===== src/hw/rtl/positional_list_store_unit_assert.svh =====
// ----------------------------------------------------------------------------
// Assertion macros for the list store unit
// Concurrent checks that vanish in synthesis.
// ----------------------------------------------------------------------------
`ifndef POSITIONAL_LIST_STORE_UNIT_ASSERT_SVH
`define POSITIONAL_LIST_STORE_UNIT_ASSERT_SVH
`ifndef SYNTHESIS
`define PLS_ASSERT_IMP(label, clk, rst_n, a, c) \
	label: assert property (@(posedge clk) disable iff (!rst_n) (a) |-> (c)) \
	else $error("assertion failed");
`define PLS_ASSERT_NXT(label, clk, rst_n, a, c) \
	label: assert property (@(posedge clk) disable iff (!rst_n) (a) |=> (c)) \
	else $error("assertion failed");
`else
`define PLS_ASSERT_IMP(label, clk, rst_n, a, c)
`define PLS_ASSERT_NXT(label, clk, rst_n, a, c)
`endif
`endif


===== src/hw/rtl/pls_pkg.sv =====
// ----------------------------------------------------------------------------
// List store package
// Command codes, status codes and sizes shared by the list store files.
// ----------------------------------------------------------------------------
package pls_pkg;
	localparam int unsigned PLS_CAPACITY = 64;
	localparam int unsigned VALUE_W = 32;

	typedef enum logic [2:0] {
		REQ_INS_HEAD = 3'd0,
		REQ_INS_TAIL = 3'd1,
		REQ_INS_POS  = 3'd2,
		REQ_DEL_HEAD = 3'd3,
		REQ_DEL_TAIL = 3'd4,
		REQ_DEL_POS  = 3'd5,
		REQ_READOUT  = 3'd6,
		REQ_NOP      = 3'd7
	} req_t;

	typedef enum logic [1:0] {
		ST_OK     = 2'd0,
		ST_EMPTY  = 2'd1,
		ST_BADPOS = 2'd2,
		ST_FULL   = 2'd3
	} status_t;
endpackage


===== src/hw/rtl/positional_list_store_unit.sv =====
// ----------------------------------------------------------------------------
// Positional list store unit
// Ordered list of signed values kept packed in one RAM; shifts on insert and
// delete, streams the list on read-out.
// ----------------------------------------------------------------------------
// channel | dir | tdata fields (low bit up)                  | tuser | tlast
// s_axis  | in  | req_type[2:0] value[34:3] position[42:35]  | -     | -
// m_axis  | out | status[1:0] element[33:2] element_index[39:34] | - | last
//
// A result decided at accept is valid the cycle after accept. Insert and
// delete shift one entry at a time and read-out streams one element at a
// time, all paced by the one RAM read port with registered read data;
// shifting reads ahead one entry.
// Reset clears the count and control only; the RAM needs no clearing.
// A stalled result holds in the output register; no new item while busy.
// ----------------------------------------------------------------------------
module positional_list_store_unit #(
	parameter int unsigned CAPACITY = pls_pkg::PLS_CAPACITY
) (
	input  logic        clk,
	input  logic        arst_n,
	input  logic        s_axis_tvalid,
	output logic        s_axis_tready,
	input  logic [47:0] s_axis_tdata,  // req_type, value, position
	output logic        m_axis_tvalid,
	input  logic        m_axis_tready,
	output logic [39:0] m_axis_tdata,  // status, element, element_index
	output logic        m_axis_tlast
);
	import pls_pkg::*;

	localparam int unsigned AW = $clog2(CAPACITY);
	localparam int unsigned CW = $clog2(CAPACITY + 1);

	typedef enum logic [4:0] {
		S_IDLE  = 5'b00001,
		S_SHUP  = 5'b00010,
		S_SHDN  = 5'b00100,
		S_READ  = 5'b01000,
		S_OUT   = 5'b10000
	} state_t;

	state_t           state_q;
	logic [CW-1:0]    count_q;
	logic [CW-1:0]    idx_q;
	logic [CW-1:0]    end_q;
	logic [31:0]      val_q;
	logic             rd_pend_q;
	logic             ovalid_q;
	logic [1:0]       ostat_q;
	logic [31:0]      oelem_q;
	logic [5:0]       oidx_q;
	logic             olast_q;

	logic             we;
	logic [AW-1:0]    waddr;
	logic [31:0]      wdata;
	logic [AW-1:0]    raddr;
	logic [31:0]      rdata;

	req_t             req;
	logic [31:0]      in_val;
	logic [7:0]       in_pos;
	logic             acc;
	logic             out_free;

	assign req    = req_t'(s_axis_tdata[2:0]);
	assign in_val = s_axis_tdata[34:3];
	assign in_pos = s_axis_tdata[42:35];
	assign out_free = !ovalid_q || m_axis_tready;
	assign s_axis_tready = (state_q == S_IDLE) && out_free;
	assign acc = s_axis_tvalid && s_axis_tready;

	pls_ram #(.WIDTH(32), .DEPTH(CAPACITY)) u_ram (
		.clk(clk), .we(we), .waddr(waddr), .wdata(wdata),
		.raddr(raddr), .rdata(rdata)
	);

	logic          full, empty;
	logic [CW:0]   pos_x;
	logic          imm_hit;
	status_t       imm_st;
	logic          shup_done;
	logic          shdn_done;
	logic          o_set;
	assign full  = (count_q == CW'(CAPACITY));
	assign empty = (count_q == '0);
	assign pos_x = {1'b0, in_pos[CW-1:0]} | ((in_pos >> CW) != 0 ? {1'b1, {CW{1'b0}}} : '0);
	assign shup_done = ((rd_pend_q ? idx_q - 1'b1 : idx_q) == end_q);
	assign shdn_done = ((rd_pend_q ? idx_q + 1'b1 : idx_q) == end_q);

	// commands that answer with a status alone, decided at accept
	always_comb begin
		imm_hit = 1'b0;
		imm_st = ST_OK;
		unique case (req)
			REQ_INS_HEAD, REQ_INS_TAIL, REQ_INS_POS: begin
				if (req == REQ_INS_POS && in_pos == '0) begin
					imm_hit = 1'b1;
					imm_st = ST_BADPOS;
				end else if (full) begin
					imm_hit = 1'b1;
					imm_st = ST_FULL;
				end else if (req == REQ_INS_POS && pos_x > {1'b0, count_q} + 1'b1) begin
					imm_hit = 1'b1;
					imm_st = ST_BADPOS;
				end
			end
			REQ_DEL_HEAD, REQ_DEL_TAIL, REQ_DEL_POS: begin
				if (empty) begin
					imm_hit = 1'b1;
					imm_st = ST_EMPTY;
				end else if (req == REQ_DEL_POS && (in_pos == '0 ||
						pos_x > {1'b0, count_q})) begin
					imm_hit = 1'b1;
					imm_st = ST_BADPOS;
				end
			end
			REQ_READOUT: begin
				if (empty) begin
					imm_hit = 1'b1;
					imm_st = ST_EMPTY;
				end
			end
			default: ;
		endcase
	end

	assign o_set = (state_q == S_IDLE && acc && imm_hit) ||
		(state_q == S_SHDN && shdn_done) || (state_q == S_OUT) ||
		(state_q == S_READ && rd_pend_q && out_free);

	// shift-up walks idx down from count to slot; shift-down walks up;
	// the read runs one entry ahead of the write
	always_comb begin
		we = 1'b0;
		waddr = idx_q[AW-1:0];
		wdata = rdata;
		raddr = idx_q[AW-1:0];
		unique case (state_q)
			S_SHUP: begin
				raddr = rd_pend_q ? AW'(idx_q - 2'd2) : AW'(idx_q - 1'b1);
				if (rd_pend_q) begin
					we = 1'b1;
					waddr = AW'(idx_q);
				end
			end
			S_SHDN: begin
				raddr = rd_pend_q ? AW'(idx_q + 2'd2) : AW'(idx_q + 1'b1);
				if (rd_pend_q) begin
					we = 1'b1;
					waddr = AW'(idx_q);
				end
			end
			S_OUT: begin
				we = 1'b1;
				waddr = AW'(end_q);
				wdata = val_q;
			end
			S_READ: raddr = AW'(idx_q);
			default: ;
		endcase
	end

	always_ff @(posedge clk or negedge arst_n) begin
		if (!arst_n) begin
			state_q <= S_IDLE;
			count_q <= '0;
			ovalid_q <= 1'b0;
			rd_pend_q <= 1'b0;
			idx_q <= '0;
			end_q <= '0;
		end else begin
			ovalid_q <= o_set || (ovalid_q && !m_axis_tready);
			unique case (state_q)
				S_IDLE: begin
					if (acc) begin
						ostat_q <= imm_st;
						oelem_q <= '0;
						oidx_q <= '0;
						olast_q <= 1'b1;
						val_q <= in_val;
						rd_pend_q <= 1'b0;
						if (!imm_hit) begin
							unique case (req)
								REQ_INS_HEAD, REQ_INS_TAIL, REQ_INS_POS: begin
									idx_q <= count_q;
									if (req == REQ_INS_HEAD) end_q <= '0;
									else if (req == REQ_INS_TAIL) end_q <= count_q;
									else end_q <= CW'(in_pos - 8'd1);
									state_q <= S_SHUP;
								end
								REQ_DEL_HEAD, REQ_DEL_TAIL, REQ_DEL_POS: begin
									if (req == REQ_DEL_HEAD) idx_q <= '0;
									else if (req == REQ_DEL_TAIL) idx_q <= count_q - 1'b1;
									else idx_q <= CW'(in_pos - 8'd1);
									end_q <= count_q - 1'b1;
									state_q <= S_SHDN;
								end
								REQ_READOUT: begin
									idx_q <= '0;
									state_q <= S_READ;
								end
								default: ;
							endcase
						end
					end
				end
				S_SHUP: begin
					// write the entry read last cycle one slot up
					if (rd_pend_q)
						idx_q <= idx_q - 1'b1;
					if (shup_done) begin
						state_q <= S_OUT;
						rd_pend_q <= 1'b0;
					end else
						rd_pend_q <= 1'b1;
				end
				S_SHDN: begin
					if (rd_pend_q)
						idx_q <= idx_q + 1'b1;
					if (shdn_done) begin
						count_q <= count_q - 1'b1;
						state_q <= S_IDLE;
						rd_pend_q <= 1'b0;
					end else
						rd_pend_q <= 1'b1;
				end
				S_OUT: begin
					count_q <= count_q + 1'b1;
					state_q <= S_IDLE;
				end
				S_READ: begin
					// rd_pend marks that read data for the entry at idx is ready
					if (rd_pend_q) begin
						if (out_free) begin
							oelem_q <= rdata;
							oidx_q <= 6'(idx_q);
							olast_q <= (idx_q + 1'b1 == count_q);
							ostat_q <= ST_OK;
							rd_pend_q <= 1'b0;
							if (idx_q + 1'b1 == count_q)
								state_q <= S_IDLE;
							else
								idx_q <= idx_q + 1'b1;
						end
					end else
						rd_pend_q <= 1'b1;
				end
				default: state_q <= S_IDLE;
			endcase
		end
	end

	assign m_axis_tvalid = ovalid_q;
	assign m_axis_tdata  = {oidx_q, oelem_q, ostat_q};
	assign m_axis_tlast  = olast_q;

`include "positional_list_store_unit_assert.svh"
	`PLS_ASSERT_IMP(a_cnt_range, clk, arst_n, 1'b1, count_q <= CW'(CAPACITY))
	`PLS_ASSERT_IMP(a_busy_no_acc, clk, arst_n, state_q != S_IDLE, !s_axis_tready)
	`PLS_ASSERT_NXT(a_ins_grow, clk, arst_n, state_q == S_OUT, count_q == $past(count_q) + 1'b1)
	`PLS_ASSERT_IMP(a_read_nonempty, clk, arst_n, state_q == S_READ, count_q != '0)
endmodule


===== src/hw/rtl/pls_ram.sv =====
// ----------------------------------------------------------------------------
// Generic single-port-write RAM
// One write port, one read port, read data registered.
// ----------------------------------------------------------------------------
module pls_ram #(
	parameter int unsigned WIDTH = 32,
	parameter int unsigned DEPTH = 64
) (
	input  logic                     clk,
	input  logic                     we,
	input  logic [$clog2(DEPTH)-1:0] waddr,
	input  logic [WIDTH-1:0]         wdata,
	input  logic [$clog2(DEPTH)-1:0] raddr,
	output logic [WIDTH-1:0]         rdata
);
	logic [WIDTH-1:0] mem [DEPTH];

	always_ff @(posedge clk) begin
		if (we)
			mem[waddr] <= wdata;
		rdata <= mem[raddr];
	end
endmodule

===== config.mk =====
export PLATFORM = sky130hd
export DESIGN_NAME = positional_list_store_unit
export DESIGN_NICKNAME = d
export VERILOG_FILES = /design/src/hw/rtl/pls_pkg.sv /design/src/hw/rtl/positional_list_store_unit.sv /design/src/hw/rtl/pls_ram.sv
export VERILOG_INCLUDE_DIRS = /design/src /design/src/hw/rtl
export SDC_FILE = /design/constraint.sdc
export NUM_CORES = 2
export LEC_CHECK = 0
export BUFFER_PORTS_ARGS = -buffer_cell sky130_fd_sc_hd__buf_2
export CAP_MARGIN = 20
export CORE_ASPECT_RATIO = 1.5
export CORE_MARGIN = 3
export CORE_UTILIZATION = 50
export DETAILED_ROUTE_END_ITERATION = 8
export GPL_TIMING_DRIVEN = 1
export PLACE_DENSITY_LB_ADDON = 0.25
export SETUP_SLACK_MARGIN = 0.3
export SYNTH_ARGS = -nofsm -noshare
export SYNTH_HDL_FRONTEND = slang
export SYNTH_HIERARCHICAL = 1
export SYNTH_SLANG_ARGS = --single-unit

===== constraint.sdc =====
create_clock -name clk -period 5 [get_ports clk]
set_clock_uncertainty 0.2 [all_clocks]
set_input_delay 1.25 -clock clk [delete_from_list [all_inputs] [get_ports clk]]
set_output_delay 1.25 -clock clk [all_outputs]
set_load 0.05 [all_outputs]

==> impl_metrics.yaml <==
synth:
  synth_cell_types: 90
  async_reset_ff_share_pct: 1.28
  synthTopCellsByArea: "edfxtp_1 74%, mux4_2 12%, mux2i_1 2.3%"
  ys.flop_type: "edfxtp_1"
  syn_area_um2: 85600
  yosys_warnings: 6
  synth.largest_area_cell: "edfxtp_1"
  synth_edf_count: 2121
  syn-num-nets: 4291
  syn_inst: 4216
  synth-seq-cells: 2181
  ys_seq_area_share_pct: 76.0
  synth.top_cell.area_share_pct: 74.4
  syn_area_per_cell_um2: 20.3
power_and_ir_drop:
  power.density_nw_per_um2: 613
  seqPwrFrac_pct: 40.2
  p_leak_nw: 30.6
  p_sw_share_pct: 33.3
  pwr-share-clk_pct: 24.1
  power_switching_mw: 19.9
  irDropWorstVdd_mv: 0.428
  p_comb_share_pct: 35.6
  p_int_mw: 39.8
critical_path:
  critPathLaunchType: "flop"
  worst_r2r_endpoint: "u_ram/rdata[22]"
  cp.arrival_ns: 4.90
  cp_data_required_time_ns: 5.45
  crit_path_max_fanout: 37
  end_kind: "flop"
  r2r_cells: 13
  r2r-start: "state_q[4]"
  worstSetupPathType: "reg -> reg"
  ff2ff_setup_slack_ns: 0.55
final_layout:
  num-nets-final: 4594
  final_common_cell: "edfxtp_1"
  final_cell_mix: "2,121 x edfxtp_1, 446 x mux4_2, 196 x mux2i_1"
  final_area_um2: 97200
  fin_cells: 6919
  area_delta_synth_final_pct: 13.6
  drive_gt1_share_pct: 26.3
global_routing:
  grt_max_degree: 65
  grt_pass1_wl_um: 303000
  grt_usage_pct: 23.8
  grt_pass1_vias: 44300
  grt_overflow: 0
  antenna_found_initial: 8
sta:
  hold_viol: 0
  fin_crit_ns: 4.45
  hold_ws_ns: 0.278
  drv_slew: 0
  setup_viol: 0
  max_freq_mhz: 225
  slew_headroom_pct: 25.2
  tightest_slew_ns: 1.11
  fin_setup_tns_ns: 0
  period_share_pct: 89.0
  rsz0062_at_grt: "true"
  worst_slack_ns: 0.548
placement:
  dpl.cell_count: 6552
  place_hpwl_um: 128000
  gp_congestion: 0.909
  port_buffers: 89
  place_ws_ns: 0.390
  place_area_um2: 90700
floorplan:
  core-area_um2: 170000
  die_w_um: 344
  start_util_pct: 50.4
  dieArea_um2: 176000
  die_h_um: 513
  num_rows: 185
  pin_count: 95
cts:
  root_buffer: "clkbuf_16"
  clk_pin_slew_ns: 0.07
  clk_latency_ns: 0.82
  cts_tree: "yes"
  cts_buffers: 185
  htree_levels: 4
  cts_num_sinks: 2181
  cts_buffer_depth: 3
job:
  maxCapViolations: 0
routing:
  vias_per_cell: 6.20
  drt-total-wl_um: 208000
  drt-pass1-iter-count: 6
  dr_total_vias: 42900
  drc: 0
  post_drt_wl_per_cell_um: 30.1
  first_iter_violations: 4313
  ant_nets: 0
run_status:
  status: "finished clean"
hold_path:
  min_path_type: "in -> async"
==> synthesized netlist by cell type (all sizes together), types with 8 or more instances <==
library cell / n
edfxtp: 2121
mux4: 446
mux2i: 196
nand2: 181
buf: 146
nor2: 138
a22oi: 132
clkbuf: 101
nand3: 63
o21ai: 63
a21oi: 58
o22ai: 50
and2: 39
dfxtp: 32
a211oi: 29
xnor2: 28
dfrtp: 27
a31oi: 25
nor3: 25
ha: 23
nor2b: 21
o211ai: 21
inv: 20
a22o: 17
o221ai: 17
xor2: 17
a311o: 14
and3: 14
o22a: 12
nand2b: 11
a211o: 10
nand3b: 9
or2: 9
and4: 8
mux2: 8
or3: 8
==> repair_timing <==
item | in CTS | in global routing
endpoints found under the setup margin | 0 | 23
hold buffers | 0 | 0
buffers inserted | 0 | 4
gates resized for setup | 0 | 3
==> through the flow <==
step | util [%] | total power [mW]
final | 57.2 | 59.7
after global routing | 57.2 | 62.0
after CTS | 57.0 | 59.7
after detailed placement | 53.4 | 45.4
after global placement | 53.4 | 45.0
after floorplan | - | 38.4
==> critical path, cell delays in order (launching register included) <==
cell and delay [ns]:
dfrtp_1 0.41, nor2_1 0.33, nand3_1 0.28, buf_4 0.25
nand2_1 0.15, nand2_1 0.24, o221ai_4 0.31, buf_12 0.24
buf_12 0.29, buf_4 0.27, mux4_2 0.31, a22o_1 0.24
a221oi_1 0.53, a221oi_1 0.17
==> power groups by stage <==
stage                     logic, mW  registers [mW]  clock network, mW
final                          21.3            24.0               14.4
after CTS                      20.9            24.1               14.6
after global routing           22.7            24.0               15.3
after detailed placement       20.9            24.5                  0
after global placement         20.5            24.5                  0
after floorplan                13.8            24.6                  0
==> kinds of logic (layout without fill, tap and decap cells) <==
logic type | after synthesis | count (layout) | share of synthesized area, %
flops | 2181 | 2181 | 76.0
mux | 650 | 650 | 14.1
simple gates | 553 | 553 | 3.14
compound gates | 495 | 495 | 4.11
buf+inv | 268 | 725 | 1.83
xor+xnor | 46 | 46 | 0.495
fa+ha+maj | 23 | 23 | 0.336
other cells | 0 | 2 | 0
==> per-layer routing <==
layer	vias up	wire length (µm)	share of wire [%]	track usage (%)
li1	18100	-	-	-
met1	22800	77000	37	30.2
met2	1648	112000	54	42.2
met3	392	13100	6.3	3.20
met4	4	6800	3.3	7.84
met5	-	27	0.013	0
==> state kept, by name, summed over array words and instances, names as in the netlist <==
name and cells:
oelem_q 32, u_ram/mem 2048, u_ram/rdata 32, oidx_q 6
end_q 7, idx_q 7, m_axis_tlast 1, rd_pend_q 1
val_q 32, state_q 5, m_axis_tvalid 1, ostat_q 2
count_q 7
==> worst max path at each step <==
| stage | from | endpoint | slack [ns] | cells past startpoint |
|---|---|---|---|---|
| after floorplan | state_q[1] | u_ram/mem[28][0] | 0.03 | 11 |
| after global routing | state_q[4] | u_ram/rdata[23] | 0.27 | 13 |
| after detailed placement | state_q[0] | u_ram/rdata[21] | 0.39 | 14 |
| after global placement | state_q[0] | u_ram/rdata[23] | 0.45 | 13 |
| final | state_q[4] | u_ram/rdata[22] | 0.55 | 13 |
| after CTS | state_q[0] | u_ram/rdata[21] | 0.35 | 14 |
==> area by class of cell <==
| type | instances | area [µm²] |
|---|---|---|
| clock inverter | 98 | 1040 |
| clock buffer | 243 | 5030 |
| timing repair buffer | 363 | 3550 |
| multi-input combinational | 1767 | 19700 |
| inverter | 21 | 78.8 |
| antenna | 2 | 5.00 |
| fill | 12500 | 72700 |
| tap | 2244 | 2810 |
| sequential | 2181 | 65000 |
No activity file was read; power rests on OpenSTA's default activity.
